==> src/rtl/rbsr_pkg.sv <==
`default_nettype none
package rbsr_pkg;
    localparam int CoordW = 32;
    localparam int InvW   = 48;
    localparam int DeltaW = 33;
    localparam int FracW  = 17;
    localparam int TShift = 24;
    localparam int NumW   = 34;
    localparam int ProdW  = NumW + InvW;
    localparam int TW     = ProdW - TShift;
    localparam int Axes   = 3;
    localparam int Planes = 6;
    localparam int QuotW  = 41;
    localparam logic [QuotW-1:0] RecipOne = QuotW'(1) << 40;
    // reciprocal is multiplied in 16-bit slices, top slice first
    localparam int ChunkW   = 16;
    localparam int MulSteps = 3;
    localparam int StepW    = 2;
    localparam int PartW    = NumW + ChunkW + 1;

    typedef enum logic [1:0] {
        DIV_IDLE = 2'b01,
        DIV_RUN  = 2'b10
    } div_state_t;

    typedef struct packed {
        logic       both_out;
        logic       entering;
        logic       exiting;
        logic [TW-1:0] t;
    } plane_res_t;
endpackage
`default_nettype wire

==> src/rtl/rbsr_lane.sv <==
`default_nettype none
// One plane: outside flags, then t built over three multiply steps.
module rbsr_lane
    import rbsr_pkg::*;
(
    input  wire logic                     clk,
    input  wire logic                     advance,
    input  wire logic                     step,
    input  wire logic [StepW-1:0]         sel,
    input  wire logic                     is_max,
    input  wire logic signed [CoordW-1:0] s,
    input  wire logic signed [CoordW-1:0] e,
    input  wire logic signed [CoordW-1:0] b,
    input  wire logic signed [InvW-1:0]   inv,
    output plane_res_t                    res
);
    logic signed [NumW-1:0]  num;
    logic                    s_out, e_out;
    logic                    both_reg, ent_reg, ext_reg;
    logic signed [NumW-1:0]  num_reg;
    logic signed [InvW-1:0]  inv_reg;
    logic signed [ChunkW:0]  chunk;
    logic signed [PartW-1:0] partial;
    logic signed [ProdW-1:0] acc_reg, acc_next;
    logic signed [ProdW-1:0] adj;

    assign num   = NumW'(s) - NumW'(b);
    assign s_out = is_max ? (s > b) : (s < b);
    assign e_out = is_max ? (e > b) : (e < b);

    // top slice carries the sign, lower slices are unsigned
    always_comb
    begin
        case (sel)
            StepW'(2): chunk = {inv_reg[InvW-1], inv_reg[InvW-1 -: ChunkW]};
            StepW'(1): chunk = {1'b0, inv_reg[2*ChunkW-1 -: ChunkW]};
            default:   chunk = {1'b0, inv_reg[ChunkW-1:0]};
        endcase
    end

    assign partial  = num_reg * chunk;
    assign acc_next = (acc_reg <<< ChunkW) + ProdW'(partial);

    always_ff @(posedge clk)
    begin
        if (advance)
        begin
            both_reg <= s_out & e_out;
            ent_reg  <= s_out & ~e_out;
            ext_reg  <= ~s_out & e_out;
            num_reg  <= num;
            inv_reg  <= inv;
            acc_reg  <= '0;
        end
        else if (step)
        begin
            acc_reg <= acc_next;
        end
    end

    // floor of product / 2^24 via arithmetic shift
    assign adj          = acc_reg >>> TShift;
    assign res.both_out = both_reg;
    assign res.entering = ent_reg;
    assign res.exiting  = ext_reg;
    assign res.t        = adj[TW-1:0];
endmodule
`default_nettype wire

==> config.mk <==
export PLATFORM = sky130hd
export DESIGN_NAME = rbsr_lane
export DESIGN_NICKNAME = d
export VERILOG_FILES = /design/src/rtl/rbsr_pkg.sv /design/src/rtl/rbsr_lane.sv
export SDC_FILE = /design/constraint.sdc
export NUM_CORES = 2
export LEC_CHECK = 0
export ABC_CLOCK_PERIOD_IN_PS = 25600
export BUFFER_PORTS_ARGS = -buffer_cell sky130_fd_sc_hd__buf_2
export CAP_MARGIN = 25
export CORE_MARGIN = 4
export CORE_UTILIZATION = 53
export DETAILED_ROUTE_END_ITERATION = 12
export HOLD_SLACK_MARGIN = 0.12
export PLACE_DENSITY = 0.71
export SLEW_MARGIN = 40
export SYNTH_ARGS = -nofsm -noshare
export SYNTH_HDL_FRONTEND = slang
export SYNTH_SLANG_ARGS = --single-unit
==> constraint.sdc <==
create_clock -name clk -period 25.6 [get_ports clk]
set_clock_uncertainty 0.1 [all_clocks]
set_input_delay 1.28 -clock clk [delete_from_list [all_inputs] [get_ports clk]]
set_output_delay 1.28 -clock clk [all_outputs]
set_load 0.01 [all_outputs]
==> key figures <==
STA
  – Max Clock Freq: between 90 and 100 MHz
  – Pins Over Slew Limit: 0
  – Setup slack after layout: approximately 15 ns
  – RSZ-0062 raised after global routing: false
  – Worst-Margin Slew: just under 0.9 ns
  – Period minus WS final: ~10 ns
  – Hold Violations, Final: 0
  – Worst slew margin: 41.7%
  – Final setup fails: 0
  – Total negative setup slack: 0 ns
  – Fin crit share: 39.5%

Final layout
  – Register Area: approximately 4200 sq um
  – Fillers: 6189
  – Multi-input logic area: 27700 sq um
  – Final Core Density: roughly 57%
  – Max reg flops: about 80
  – Most frequent cells in the layout: 1071 x inv_1, 745 x fa_1, 361 x nand2_1, 278 x ha_1, 208 x buf_2
  – Commonest non-fill, non-tap cell in the layout: inv_1
  – Share of post-route cells with drive strength above 1: between 7 and 8%
  – Post-route insts no fill: between 5k and 6k
  – Layout Nets: between 5k and 6k
  – P&R area growth vs syn: 5.82%

Drt
  – Antenna viol nets, final: 0
  – TritonRoute pass-1 iters: 5
  – Routed wire per std cell: 18.8 microns
  – DR vias: 26.9k
  – Drc violations: 0
  – Routed WL: roughly 95 mm
  – Number of vias per cell: between 5 and 6
  – Number of DRC markers in iteration 0: about 1.8k

Placed design
  – Placed cell count: about 5k
  – Pre-CTS WS: 15.04 ns
  – Hpwl dp: 78.3 mm
  – Routability cong.: around 0.94
  – PortBufs: 210

Die
  – I/O pins: 211
  – Die Width: roughly 270 microns
  – Initial Util: around 54%
  – # rows: 96
  – Die span in y: 272 microns
  – Area of the core: 68700 sq um
  – Die area: ~74000 sq um

Worst hold path
  – Hold WC Path Type: flip-flop to flip-flop

Clock tree
  – Clock tree buffer depth: 2
  – H-tree depth: 4
  – CTS tree: done
  – Root buffer cell: clkbuf_16
  – Num CTS Buffers: 17
  – # resized after CTS: 0
  – CTS sink count: between 150 and 200
  – Post-CTS setup buffer count: 0
  – Clk_lat worst skew: between 0.4 and 0.5 ns
  – Reg clk slew, reported paths: about 0.08 ns
  – Hold Buf Count CTS: 0

Setup path
  – Critical path class: input pin to flip-flop
  – Cell family with most CP delay: adder cells
  – CP Capture Type: flip-flop
  – Worst path slowest cell: fa_1
  – Buf/Inv on CP: 9
  – Max incr delay on CP: 1.01 ns
  – Required @ worst endpoint: 25.88 ns
  – Crit start category: input pin
  – Crit path max fanout: 33
  – Crit path DAT: between 10 and 15 ns
  – Cell mode on critical path: inv_1

Synthesis
  – Adder-cell share of the synthesized area: between 50% and 60%
  – Post-Synth XOR/XNOR Area: between 2 and 2.5%
  – Ys Warns: 0
  – Fraction of registers with async set/reset: 0%
  – Synthesized flop and latch total: 166
  – Post-synth EDFFs: 84
  – Cell variety after synth: slightly above 80
  – Largest family of logic cells by synthesized area: adder cells
  – Post-Synth Simple-Gate Area: between 10% and 20%
  – Syn_area_per_cell: 9.09 sq um
  – Synth Area in Compound Gates: under 10%
  – Syn_nets: approximately 5.2k
  – Cells after synthesis: 4049
  – Register area share after synthesis: between 10 and 15%
  – Mux share of post-synthesis cell area: under 10%
  – Syn Std Cell Area: around 37000 sq um
  – Synth Flop Type: edfxtp_1

Global route
  – Antenna violations before repair: 2
  – Via count of the first global-routing pass: ~29k
  – Remaining global-route overflow: 0
  – Total GRT Usage: 27.0%
  – Largest net degree at the start of global routing: 76
  – First-pass GRT wire length: around 160 mm

Flow run
  – Max cap viols: 0

Outcome
  – Status: finished clean
layer usage:
layer  up-vias  GRT usage, %  part of all wire, %  wire (microns)
li1      12300             -                    -               -
met3       192          4.46                  6.0            5750
met5         -             0                0.014              13
met4         2          8.87                  3.4            3250
met1     13600          35.1                   41           38700
met2       841          46.2                   50           47400
cell usage after synthesis (all sizes together) (11+ instances only):
| cell type | n | area, sq um |
|---|---|---|
| dfxtp | 82 | 1640 |
| nand2b | 24 | 150 |
| nor2 | 156 | 586 |
| a31oi | 13 | 111 |
| a21o | 80 | 601 |
| ha | 278 | 3480 |
| and3 | 12 | 80.1 |
| o21a | 21 | 158 |
| edfxtp | 84 | 2520 |
| fa | 746 | 14900 |
| or3 | 11 | 68.8 |
| a211oi | 14 | 110 |
| o211ai | 11 | 96.3 |
| and2 | 74 | 463 |
| nand2 | 361 | 1360 |
| a22oi | 16 | 120 |
| xor2 | 34 | 298 |
| inv | 1072 | 4020 |
| a21oi | 138 | 702 |
| nor3 | 18 | 95.1 |
| clkbuf | 124 | 465 |
| nand3 | 32 | 160 |
| xnor2 | 65 | 569 |
| buf | 82 | 572 |
| o21bai | 21 | 158 |
| mux2i | 43 | 430 |
| nor2b | 205 | 1280 |
| nand4 | 37 | 231 |
| o21ai | 91 | 455 |
through the flow:
| stage | hold slack [ns] | instance area [sq um] |
|---|---|---|
| after floorplan | 0.326 | 36800 |
| after global placement | 0.338 | 38300 |
| after detailed placement | 0.361 | 38300 |
| after CTS | 0.381 | 38900 |
| after global routing | 0.400 | 39000 |
| final | 0.379 | 39000 |
cell type report:
type / count / share of cell area [%]
antenna: 1 / 0.00642
clock buffer: 17 / 1.09
clock inverter: 15 / 0.546
inverter: 1073 / 10.3
multi-input combinational: 2604 / 71.0
sequential: 166 / 10.7
tap: 931 / 2.99
timing repair buffer: 240 / 3.34
path summary, 6_finish.rpt:
kind          startpoint           to  slack (ns)  cells past startpoint
max               sel[0]  acc_reg[80]       15.49                     31
min          acc_reg[73]  acc_reg[73]        0.38                      2
max reg2reg  inv_reg[34]  acc_reg[80]       16.46                     28
min reg2reg  acc_reg[73]  acc_reg[73]        0.38                      2
worst min-delay path: cells and delay by family (launching register included):
kind | cells | cell delay (ns)
DFF | 1 | 0.32
AOI/OAI and AO/OA | 1 | 0.06
and+or+nand+nor | 1 | 0.05
kinds of logic (layout without fill, tap and decap cells):
family                     after synthesis  after routing
xor gates and xnor gates                99             99
other                                    0              1
AOI/OAI and AO/OA                      471            471
muxes                                   46             46
and+or+nand+nor                        964            964
adders and majority gates             1024           1024
DFF                                    166            166
buffers and inverters                 1279           1345
Power is not shown: default switching activity piles up to over one toggle a cycle in this logic, so the estimate is an artifact.
