$ cat src/rtl/rbsr_pkg.sv
`default_nettype none
package rbsr_pkg;
    localparam int CoordW = 32;
    localparam int InvW   = 48;
    localparam int DeltaW = 33;
    localparam int FracW  = 17;
    localparam int TShift = 24;
    localparam int NumW   = 34;
    localparam int ProdW  = NumW + InvW;
    localparam int TW     = ProdW - TShift;
    localparam int Axes   = 3;
    localparam int Planes = 6;
    localparam int QuotW  = 41;
    localparam logic [QuotW-1:0] RecipOne = QuotW'(1) << 40;
    // reciprocal is multiplied in 16-bit slices, top slice first
    localparam int ChunkW   = 16;
    localparam int MulSteps = 3;
    localparam int StepW    = 2;
    localparam int PartW    = NumW + ChunkW + 1;

    typedef enum logic [1:0] {
        DIV_IDLE = 2'b01,
        DIV_RUN  = 2'b10
    } div_state_t;

    typedef struct packed {
        logic       both_out;
        logic       entering;
        logic       exiting;
        logic [TW-1:0] t;
    } plane_res_t;
endpackage
`default_nettype wire

$ cat src/rtl/rbsr_recip.sv
`default_nettype none
// Restoring divider: 2^40 / |delta|, negated for negative delta and zero for zero delta, one quotient bit per cycle.
module rbsr_recip
    import rbsr_pkg::*;
(
    input  wire logic              clk,
    input  wire logic              rst_n,
    input  wire logic              start,
    input  wire logic [DeltaW-1:0] delta,
    output logic                   busy,
    output logic                   done,
    output logic [InvW-1:0]        inverse
);
    localparam int CntW = $clog2(QuotW + 1);

    div_state_t          state_reg, state_next;
    logic [CntW-1:0]     cnt_reg, cnt_next;
    logic [QuotW-1:0]    quot_reg, quot_next;
    logic [DeltaW:0]     rem_reg, rem_next;
    logic [DeltaW-1:0]   den_reg, den_next;
    logic                neg_reg, neg_next;
    logic                zero_reg, zero_next;
    logic                done_reg, done_next;
    logic [DeltaW:0]     trial;
    logic [InvW-1:0]     mag;

    always_comb
    begin
        state_next = state_reg;
        cnt_next   = cnt_reg;
        quot_next  = quot_reg;
        rem_next   = rem_reg;
        den_next   = den_reg;
        neg_next   = neg_reg;
        zero_next  = zero_reg;
        done_next  = 1'b0;
        trial      = {rem_reg[DeltaW-1:0], quot_reg[QuotW-1]};
        case (state_reg)
            DIV_IDLE:
            begin
                if (start)
                begin
                    neg_next   = delta[DeltaW-1];
                    den_next   = delta[DeltaW-1] ? DeltaW'(-delta) : delta;
                    zero_next  = (delta == '0);
                    quot_next  = RecipOne;
                    rem_next   = '0;
                    cnt_next   = CntW'(QuotW);
                    state_next = DIV_RUN;
                end
            end
            DIV_RUN:
            begin
                if (trial >= {1'b0, den_reg})
                begin
                    rem_next  = trial - {1'b0, den_reg};
                    quot_next = {quot_reg[QuotW-2:0], 1'b1};
                end
                else
                begin
                    rem_next  = trial;
                    quot_next = {quot_reg[QuotW-2:0], 1'b0};
                end
                cnt_next = cnt_reg - 1'b1;
                if (cnt_reg == CntW'(1))
                begin
                    state_next = DIV_IDLE;
                    done_next  = 1'b1;
                end
            end
            default: state_next = DIV_IDLE;
        endcase
    end

    always_ff @(posedge clk or negedge rst_n)
    begin
        if (!rst_n)
        begin
            state_reg <= DIV_IDLE;
            cnt_reg   <= '0;
            done_reg  <= 1'b0;
        end
        else
        begin
            state_reg <= state_next;
            cnt_reg   <= cnt_next;
            done_reg  <= done_next;
        end
    end

    always_ff @(posedge clk)
    begin
        quot_reg <= quot_next;
        rem_reg  <= rem_next;
        den_reg  <= den_next;
        neg_reg  <= neg_next;
        zero_reg <= zero_next;
    end

    assign mag     = InvW'(quot_reg);
    assign inverse = zero_reg ? '0 : (neg_reg ? InvW'(-mag) : mag);
    assign busy    = (state_reg == DIV_RUN);
    assign done    = done_reg;
endmodule
`default_nettype wire

$ cat config.mk
export PLATFORM = sky130hd
export DESIGN_NAME = rbsr_recip
export DESIGN_NICKNAME = d
export VERILOG_FILES = /design/src/rtl/rbsr_pkg.sv /design/src/rtl/rbsr_recip.sv
export SDC_FILE = /design/constraint.sdc
export NUM_CORES = 1
export LEC_CHECK = 0
export ABC_CLOCK_PERIOD_IN_PS = 3500
export CAP_MARGIN = 0
export CORE_UTILIZATION = 30
export CTS_CLUSTER_SIZE = 40
export DETAILED_ROUTE_END_ITERATION = 6
export DONT_BUFFER_PORTS = 1
export RECOVER_POWER = 50
export SETUP_SLACK_MARGIN = 0.02
export SYNTH_ARGS = -nofsm -noshare
export SYNTH_HDL_FRONTEND = slang
export SYNTH_SLANG_ARGS = --single-unit
$ cat constraint.sdc
create_clock -name clk -period 3.5 [get_ports clk]
set_input_delay 0.525 -clock clk [delete_from_list [all_inputs] [get_ports clk]]
set_output_delay 0.525 -clock clk [all_outputs]
set_load 0.01 [all_outputs]
==> flow_summary_export.csv, run 1 <==
group,metric,value,unit
outcome,status,"finished clean",
finish,largest_register_ffs,41,
global_route,grt_max_degree,76,
global_route,grtUsageTotal,14.3,%
placed_design,gp_congestion,0.836,
sta,finalMaxSlewViolations,0,
synth,yosysSeqAreaShare,43.9,%
power_and_ir_drop,sw_frac_of_total,41.7,%
placed_design,dpl.cell_count,1195,
hold_path,whs_path_depth,0,
worst_setup_path,crit_buf_inv,1,
sta,period_needed,3480,ps
finish,fin_nets,966,
power_and_ir_drop,pwr-share-seq,30.9,%
worst_setup_path,r2r_end,"rem_reg[17]$_SDFFCE_PN0P_",
hold_path,min_to,"den_reg[0]$_DFFE_PP_",
floorplanning,io_pins,86,
synth,synth.top_cell.area_share,41.1,%
clock_tree,cts_root_buf,"clkbuf_16",
global_route,top_usage_layer,"met2",
power_and_ir_drop,finalPower,0.00833,W
placed_design,pre_cts_slack,-111,ps
placed_design,dp_hpwl,13300,um
clock_tree,cts_buffers,17,
worst_setup_path,cp_common_cell,"or4_4",
clock_tree,cts_tree,"done",
sta,timing_hold_violations_final,0,
finish,syn_to_final_growth,18.8,%
route,dr.first_iter.drc_count,357,
synth,synth_edf_count,109,
sta,rsz0062_at_grt,"true",
power_and_ir_drop,p_leak,3.61,nW
sta,setup_slack,20.8,ps
clock_tree,insertion_delay,420,ps
floorplanning,start_util,30.6,%
route,ant_nets,0,
sta,finalSetupViolations,0,
synth,netlist-cell-type-count,56,
sta,skew,7.44,ps
worst_setup_path,reg2reg_from,"rem_reg[17]$_SDFFCE_PN0P_",
floorplanning,num_rows,59,
worst_setup_path,startpoint_type,"flip-flop",
worst_setup_path,crit_chain,"or4_4 -> nor3_4 -> nand2b_1 -> nand2b_2 -> or4_4 -> buf_4 -> o21ai_2 -> xor2_1 -> nor2_2",
worst_setup_path,cpPeakStageDelay,580,ps
clock_tree,cts.sinks,118,
clock_tree,h-tree-depth,4,
route,num_vias,6239,
worst_setup_path,critPathSlowestCell,"or4_4",
power_and_ir_drop,p_sw,0.00347,W
job,cap_violations,0,
synth,synth_top_cell_by_area,"edfxtp_1",
finish,drive_gt1_share,15.0,%
finish,antenna_cells,0,
synth,synth.avg_cell_area,9.48,sq um
synth,synthCells,840,
worst_setup_path,critical_path_class,"flip-flop to output pin",
floorplanning,fp.dieArea,27200,sq um
route,drcViolationCount,0,
route,drt-pass1-iter-count,5,
power_and_ir_drop,p_per_area,880,nW/um^2
worst_setup_path,worst_setup_path_end_kind,"output pin",
power_and_ir_drop,p_clk_share,20.9,%
synth,synth-seq-cells,118,
synth,syn_nets,915,
hold_path,hp-class,"primary input to flip-flop",
worst_setup_path,arrival,2950,ps
finish,instances_no_fill,1239,
route,wl_per_cell,15.1,um
worst_setup_path,cp.required,2970,ps
synth,ys_async_sr_fraction,7.63,%
hold_path,hold_start,"delta[0]",
power_and_ir_drop,ir_drop,0.403,mV
clock_tree,cts.clk_slew.worst_paths,60,ps
floorplanning,die_height,165,um
floorplanning,fp.coreArea,26100,sq um
floorplanning,die_w,165,um
route,routed_wl,18800,um
global_route,grt.met2_usage,24.5,%
finish,stdcell_area,9460,sq um
worst_setup_path,rr_worst_depth,10,
global_route,grt-ovfl-total,0,
synth,netlist_area,7970,sq um
global_route,gr-usage-met1,17.9,%
sta,slew_headroom,10.7,%
worst_setup_path,critPathTopFamily,"simple AND/OR/NAND/NOR gates",
power_and_ir_drop,p_int,0.00486,W
synth,synth_area_leaders,"edfxtp_1 41%, ha_1 6.0%, xnor2_1 5.1%",
global_route,antenna_found_initial,0,
global_route,grt_pass1_wl,30400,um
sta,fmax,287,MHz
route,routed_via_density,5.04,
placed_design,io_buffers,0,
power_and_ir_drop,p_comb_share,48.2,%
synth,synthFlopType,"edfxtp_1",
synth,synth_warnings,0,
worst_setup_path,regToRegSetupSlack,240,ps
placed_design,dpl-instance-area,8670,sq um
clock_tree,cts_buffer_depth,2,
global_route,grt_pass1_vias,6130,
global_route,use_met3,3.16,%
worst_setup_path,crit_path_max_fanout,5,
sta,worst_slew_pin_slew,1340,ps
sta,fin_crit_sh,99.4,%
## Yosys cell counts, drive strengths merged (2+ instances only)
master   instances
a2111oi          2
a211o            4
a211oi          11
a21boi           2
a21o            12
a21oi           52
a311oi           2
a41oi            2
and2            41
and3             3
and3b            2
buf              3
clkbuf          29
dfrtp            8
edfxtp         109
ha              38
inv             51
mux2i            3
nand2           81
nand2b          10
nand3           23
nand3b           4
nand4            8
nor2            81
nor2b            4
nor3            18
nor4            11
o211ai           3
o21a             8
o21ai           43
o31a             2
o31ai           23
o41ai           14
or2              4
or3             16
or3b             3
or4             11
xnor2           46
xor2            43
## stage by stage
stage	setup TNS (ps)	util (%)	hold slack, ps
5_1_grt	-844	36.3	184
2_1_floorplan	-25.2	-	229
3_5_place_dp	-293	33.3	230
3_3_place_gp	-99.9	33.3	230
6_report	0	36.3	207
4_1_cts	-5.57	36.1	185
## cells in the final DEF (no fill, tap or decap), types with 4 or more instances in the layout
cell,instances
o21ai_1,4
or4_1,6
nor2_1,70
nand4_1,8
nor4_1,9
edfxtp_1,109
inv_1,51
o21ai_0,37
xor2_1,43
and2_1,41
a211oi_1,11
or3_1,13
o21a_1,8
o31ai_1,20
nor3_1,14
dfrtp_1,8
clkbuf_1,5
ha_1,36
buf_4,57
clkbuf_16,17
nand2b_1,8
or4_4,4
nor2_2,10
nand3b_1,4
a21oi_1,52
o41ai_1,12
xnor2_1,46
nor2b_1,4
a21o_1,12
nand2_1,80
a211o_1,4
nand3_1,23
## worst reg2reg max path, cell delays in order, from the launching register on
cell	delay [ps]
edfxtp_1	390
ha_2	400
inv_1	50
or4_1	570
buf_4	160
o31ai_1	240
a21oi_1	70
and3b_1	220
or2_4	320
or3b_2	490
a21oi_1	180
## worst max-delay path by stage
stage / slack, ps / to / startpoint / cells after the start
after global placement: -100 / den_reg[32]$_SDFFCE_PN0P_ / delta[8] / 9
final: 20 / inverse[34] / quot_reg[14]$_SDFFCE_PN0P_ / 9
after detailed placement: -110 / den_reg[32]$_SDFFCE_PN0P_ / delta[8] / 9
after floorplan: -30 / den_reg[32]$_SDFFCE_PN0P_ / delta[8] / 9
after CTS: -6 / inverse[38] / quot_reg[14]$_SDFFCE_PN0P_ / 8
after global routing: -120 / inverse[34] / quot_reg[4]$_SDFFCE_PN0P_ / 9
## power by group through the flow
| stage | clock network [W] | registers (W) | logic [W] |
|---|---|---|---|
| 2_1_floorplan | 0 | 0.00250 | 0.00279 |
| 3_3_place_gp | 0 | 0.00256 | 0.00384 |
| 3_5_place_dp | 0 | 0.00256 | 0.00387 |
| 4_1_cts | 0.00178 | 0.00255 | 0.00397 |
| 5_1_grt | 0.00183 | 0.00264 | 0.00451 |
| 6_report | 0.00175 | 0.00257 | 0.00401 |
## final cells by class
class	count	area, sq um
clock buffer	18	439
timing repair buffer	64	464
inverter	52	195
sequential	118	3500
tap	335	419
fill	2624	16600
multi-input combinational	638	4300
clock inverter	14	149
## layer usage
metal	vias up	part of all wire (%)	wire [um]
met5	-	0	0
met4	0	1.2	233
met3	16	3.7	697
li1	3137	-	-
met2	120	47	8810
met1	2966	48	9030
## cells by family after synthesis
kind of cell	synth area share, %
multiplexers	0.377
flip-flops	43.9
buffers and inverters	4.05
adder cells (fa/ha/maj)	6.22
AND/OR/NAND/NOR	20.5
XOR/XNOR	9.79
AO/OA/AOI/OAI	15.2
## timing repair
| item | CTS | global route |
|---|---|---|
| gates resized for setup | 28 | 16 |
| endpoints found under the hold margin | 9 | 0 |
| setup buffers | 5 | 6 |
| hold buffers | 1 | 0 |
| pin swaps | 8 | 8 |
| endpoints found under the setup margin | 22 | 43 |
(Power assumes the default switching activity.)
==> inputs of run 2 (changes only) <==
--- a/config.mk
+++ b/config.mk
@@ -7,10 +7,12 @@
 export LEC_CHECK = 0
 export ABC_CLOCK_PERIOD_IN_PS = 3500
 export CAP_MARGIN = 0
-export CORE_UTILIZATION = 30
+export CORE_UTILIZATION = 36
+export CTS_CLUSTER_DIAMETER = 50
 export CTS_CLUSTER_SIZE = 40
 export DETAILED_ROUTE_END_ITERATION = 6
 export DONT_BUFFER_PORTS = 1
+export GPL_TIMING_DRIVEN = 0
 export RECOVER_POWER = 50
 export SETUP_SLACK_MARGIN = 0.02
 export SYNTH_ARGS = -nofsm -noshare
==> run 2 against run 1 <==
Net effect: the flow now finishes with violations (capacitance limit, slew limit, setup timing); sequential power is essentially flat; via count rose by 0.22%; core utilization up 6.3 points; largest cell class unchanged.
==> flow_summary_export.csv, run 2 (synthesis results as in run 1) <==
group,metric,value,unit
outcome,status,"finished, violations left",
outcome,violations,"capacitance limit, slew limit, setup timing",
finish,instances_no_fill,1172,
hold_path,hold_start,"delta[0]",
worst_setup_path,cp_common_cell,"or4_4",
route,drt-pass1-iter-count,5,
route,routed_wl,19800,um
floorplanning,fp.dieArea,22700,sq um
worst_setup_path,critPathTopFamily,"simple AND/OR/NAND/NOR gates",
worst_setup_path,arrival,3080,ps
sta,fmax,277,MHz
sta,worst_slew_pin_slew,1630,ps
clock_tree,cts_tree,"done",
finish,multi_input_area,4350,sq um
worst_setup_path,critical_path_class,"flip-flop to output pin",
finish,layout_commonest_cell,"edfxtp_1",
sta,period_needed,3600,ps
clock_tree,h-tree-depth,4,
sta,finalSetupViolations,14,
floorplanning,start_util,36.6,%
floorplanning,fp.coreArea,21800,sq um
route,dr.first_iter.drc_count,259,
placed_design,dp_hpwl,13900,um
sta,finalMaxSlewViolations,81,
floorplanning,die_height,151,um
sta,rsz0062_at_grt,"true",
placed_design,io_buffers,0,
worst_setup_path,rr_worst_depth,9,
route,num_vias,6253,
clock_tree,cts_buffers,17,
power_and_ir_drop,p_leak,3.53,nW
finish,drive_gt1_share,11.8,%
floorplanning,io_pins,86,
route,routed_via_density,5.34,
global_route,grtUsageTotal,18.1,%
sta,fin_crit_sh,103,%
sta,skew,7.11,ps
power_and_ir_drop,finalPower,0.00813,W
global_route,grt_max_degree,42,
placed_design,dpl.cell_count,1121,
worst_setup_path,cpPeakStageDelay,600,ps
clock_tree,insertion_delay,430,ps
finish,fillers,2139,
finish,fin_nets,954,
hold_path,min_to,"den_reg[0]$_DFFE_PP_",
floorplanning,die_w,151,um
power_and_ir_drop,ir_drop,0.394,mV
sta,timing_hold_violations_final,0,
worst_setup_path,startpoint,"quot_reg[18]$_SDFFCE_PN0P_",
global_route,antenna_found_initial,0,
worst_setup_path,crit_buf_inv,1,
sta,hold_ws,191,ps
hold_path,whs_path_depth,0,
route,wl_per_cell,16.9,um
floorplanning,num_rows,54,
clock_tree,cts_buffer_depth,2,
sta,setup_slack,-104,ps
worst_setup_path,cp.required,2970,ps
global_route,grt_pass1_wl,31200,um
route,drcViolationCount,0,
global_route,grt-ovfl-total,0,
worst_setup_path,r2r_end,"rem_reg[20]$_SDFFCE_PN0P_",
route,ant_nets,0,
placed_design,gp_congestion,0.838,
worst_setup_path,reg2reg_from,"rem_reg[18]$_SDFFCE_PN0P_",
job,cap_violations,2,
finish,antenna_cells,0,
finish,largest_register_ffs,41,
clock_tree,cts.sinks,118,
worst_setup_path,crit_path_max_fanout,6,
clock_tree,cts.clk_slew.worst_paths,60,ps
worst_setup_path,worst_setup_path_end_kind,"output pin",
hold_path,hp-class,"primary input to flip-flop",
worst_setup_path,critPathSlowestCell,"or4_4",
finish,mostFrequentLayoutCells,"109 x edfxtp_1, 80 x nand2_1, 71 x nor2_1",
worst_setup_path,crit_chain,"or4_4 -> nor4_4 -> inv_1 -> or2_4 -> or4_4 -> o31ai_2 -> xor2_1 -> nor2_2",
power_and_ir_drop,p_per_area,877,nW/um^2
finish,syn_to_final_growth,16.4,%
finish,seqCellArea,3500,sq um
worst_setup_path,regToRegSetupSlack,160,ps
clock_tree,cts_root_buf,"clkbuf_16",
worst_setup_path,startpoint_type,"flip-flop",
global_route,grt_pass1_vias,5995,
sta,slew_headroom,-8.98,%
## run 2: worst reg2reg max path, delay by kind of cell (launching register included)
| kind | cells | cell delay, ps |
|---|---|---|
| AND/OR/NAND/NOR | 5 | 1330 |
| AO/OA/AOI/OAI | 2 | 730 |
| adder cells (fa/ha/maj) | 1 | 420 |
| flip-flops | 1 | 390 |
| buffers and inverters | 1 | 310 |
## run 2: how the worst max path moves through the flow
stage	end	slack [ps]	cells past startpoint
2_1_floorplan	den_reg[32]$_SDFFCE_PN0P_	-30	9
3_3_place_gp	rem_reg[16]$_SDFFCE_PN0P_	-970	15
3_5_place_dp	rem_reg[9]$_SDFFCE_PN0P_	-930	15
4_1_cts	inverse[35]	-160	9
5_1_grt	inverse[37]	-230	8
6_report	inverse[33]	-100	8
## run 2: metal layers
metal	GRT usage, %	part of all wire, %	vias to the layer above
li1	-	-	3105
met1	23.6	47	2985
met2	29.7	47	138
met3	3.67	4.2	25
met4	6.20	1.5	0
met5	0	0	-
## run 2: stage by stage
step / setup TNS, ps / setup WS, ps / util, % / instance area (sq um)
4_1_cts: -571 / -156 / 42.2 / 9190
3_5_place_dp: -20440 / -930 / 38.4 / 8350
2_1_floorplan: -25.2 / -25.2 / - / 7970
3_3_place_gp: -60780 / -965 / 38.2 / 8320
6_report: -803 / -104 / 42.6 / 9270
5_1_grt: -3070 / -228 / 42.6 / 9270
## run 2: final cells by class
cell class / count / area share, %
Clock inverter: 14 / 1.44
Timing Repair Buffer: 24 / 1.97
Clock buffer: 18 / 4.63
Sequential cell: 118 / 37.8
Multi-Input combinational cell: 638 / 46.9
Tap cell: 280 / 3.78
Buffer: 28 / 1.38
Inverter: 52 / 2.11
## run 2: timing repair
action / 4_1_cts / 5_1_grt
hold endpoints to repair: 9 / 0
resized for setup: 43 / 22
setup buffers: 12 / 10
setup endpoints to repair: 50 / 48
hold buffers: 1 / 0
pin swaps: 12 / 11
## run 2: where the power goes
group          leakage [nW]  internal (W)  switching, W  total (W)
clock network         0.267       0.00104      0.000660    0.00170
registers              1.16       0.00223      0.000362    0.00259
logic                  2.10       0.00137       0.00247    0.00384
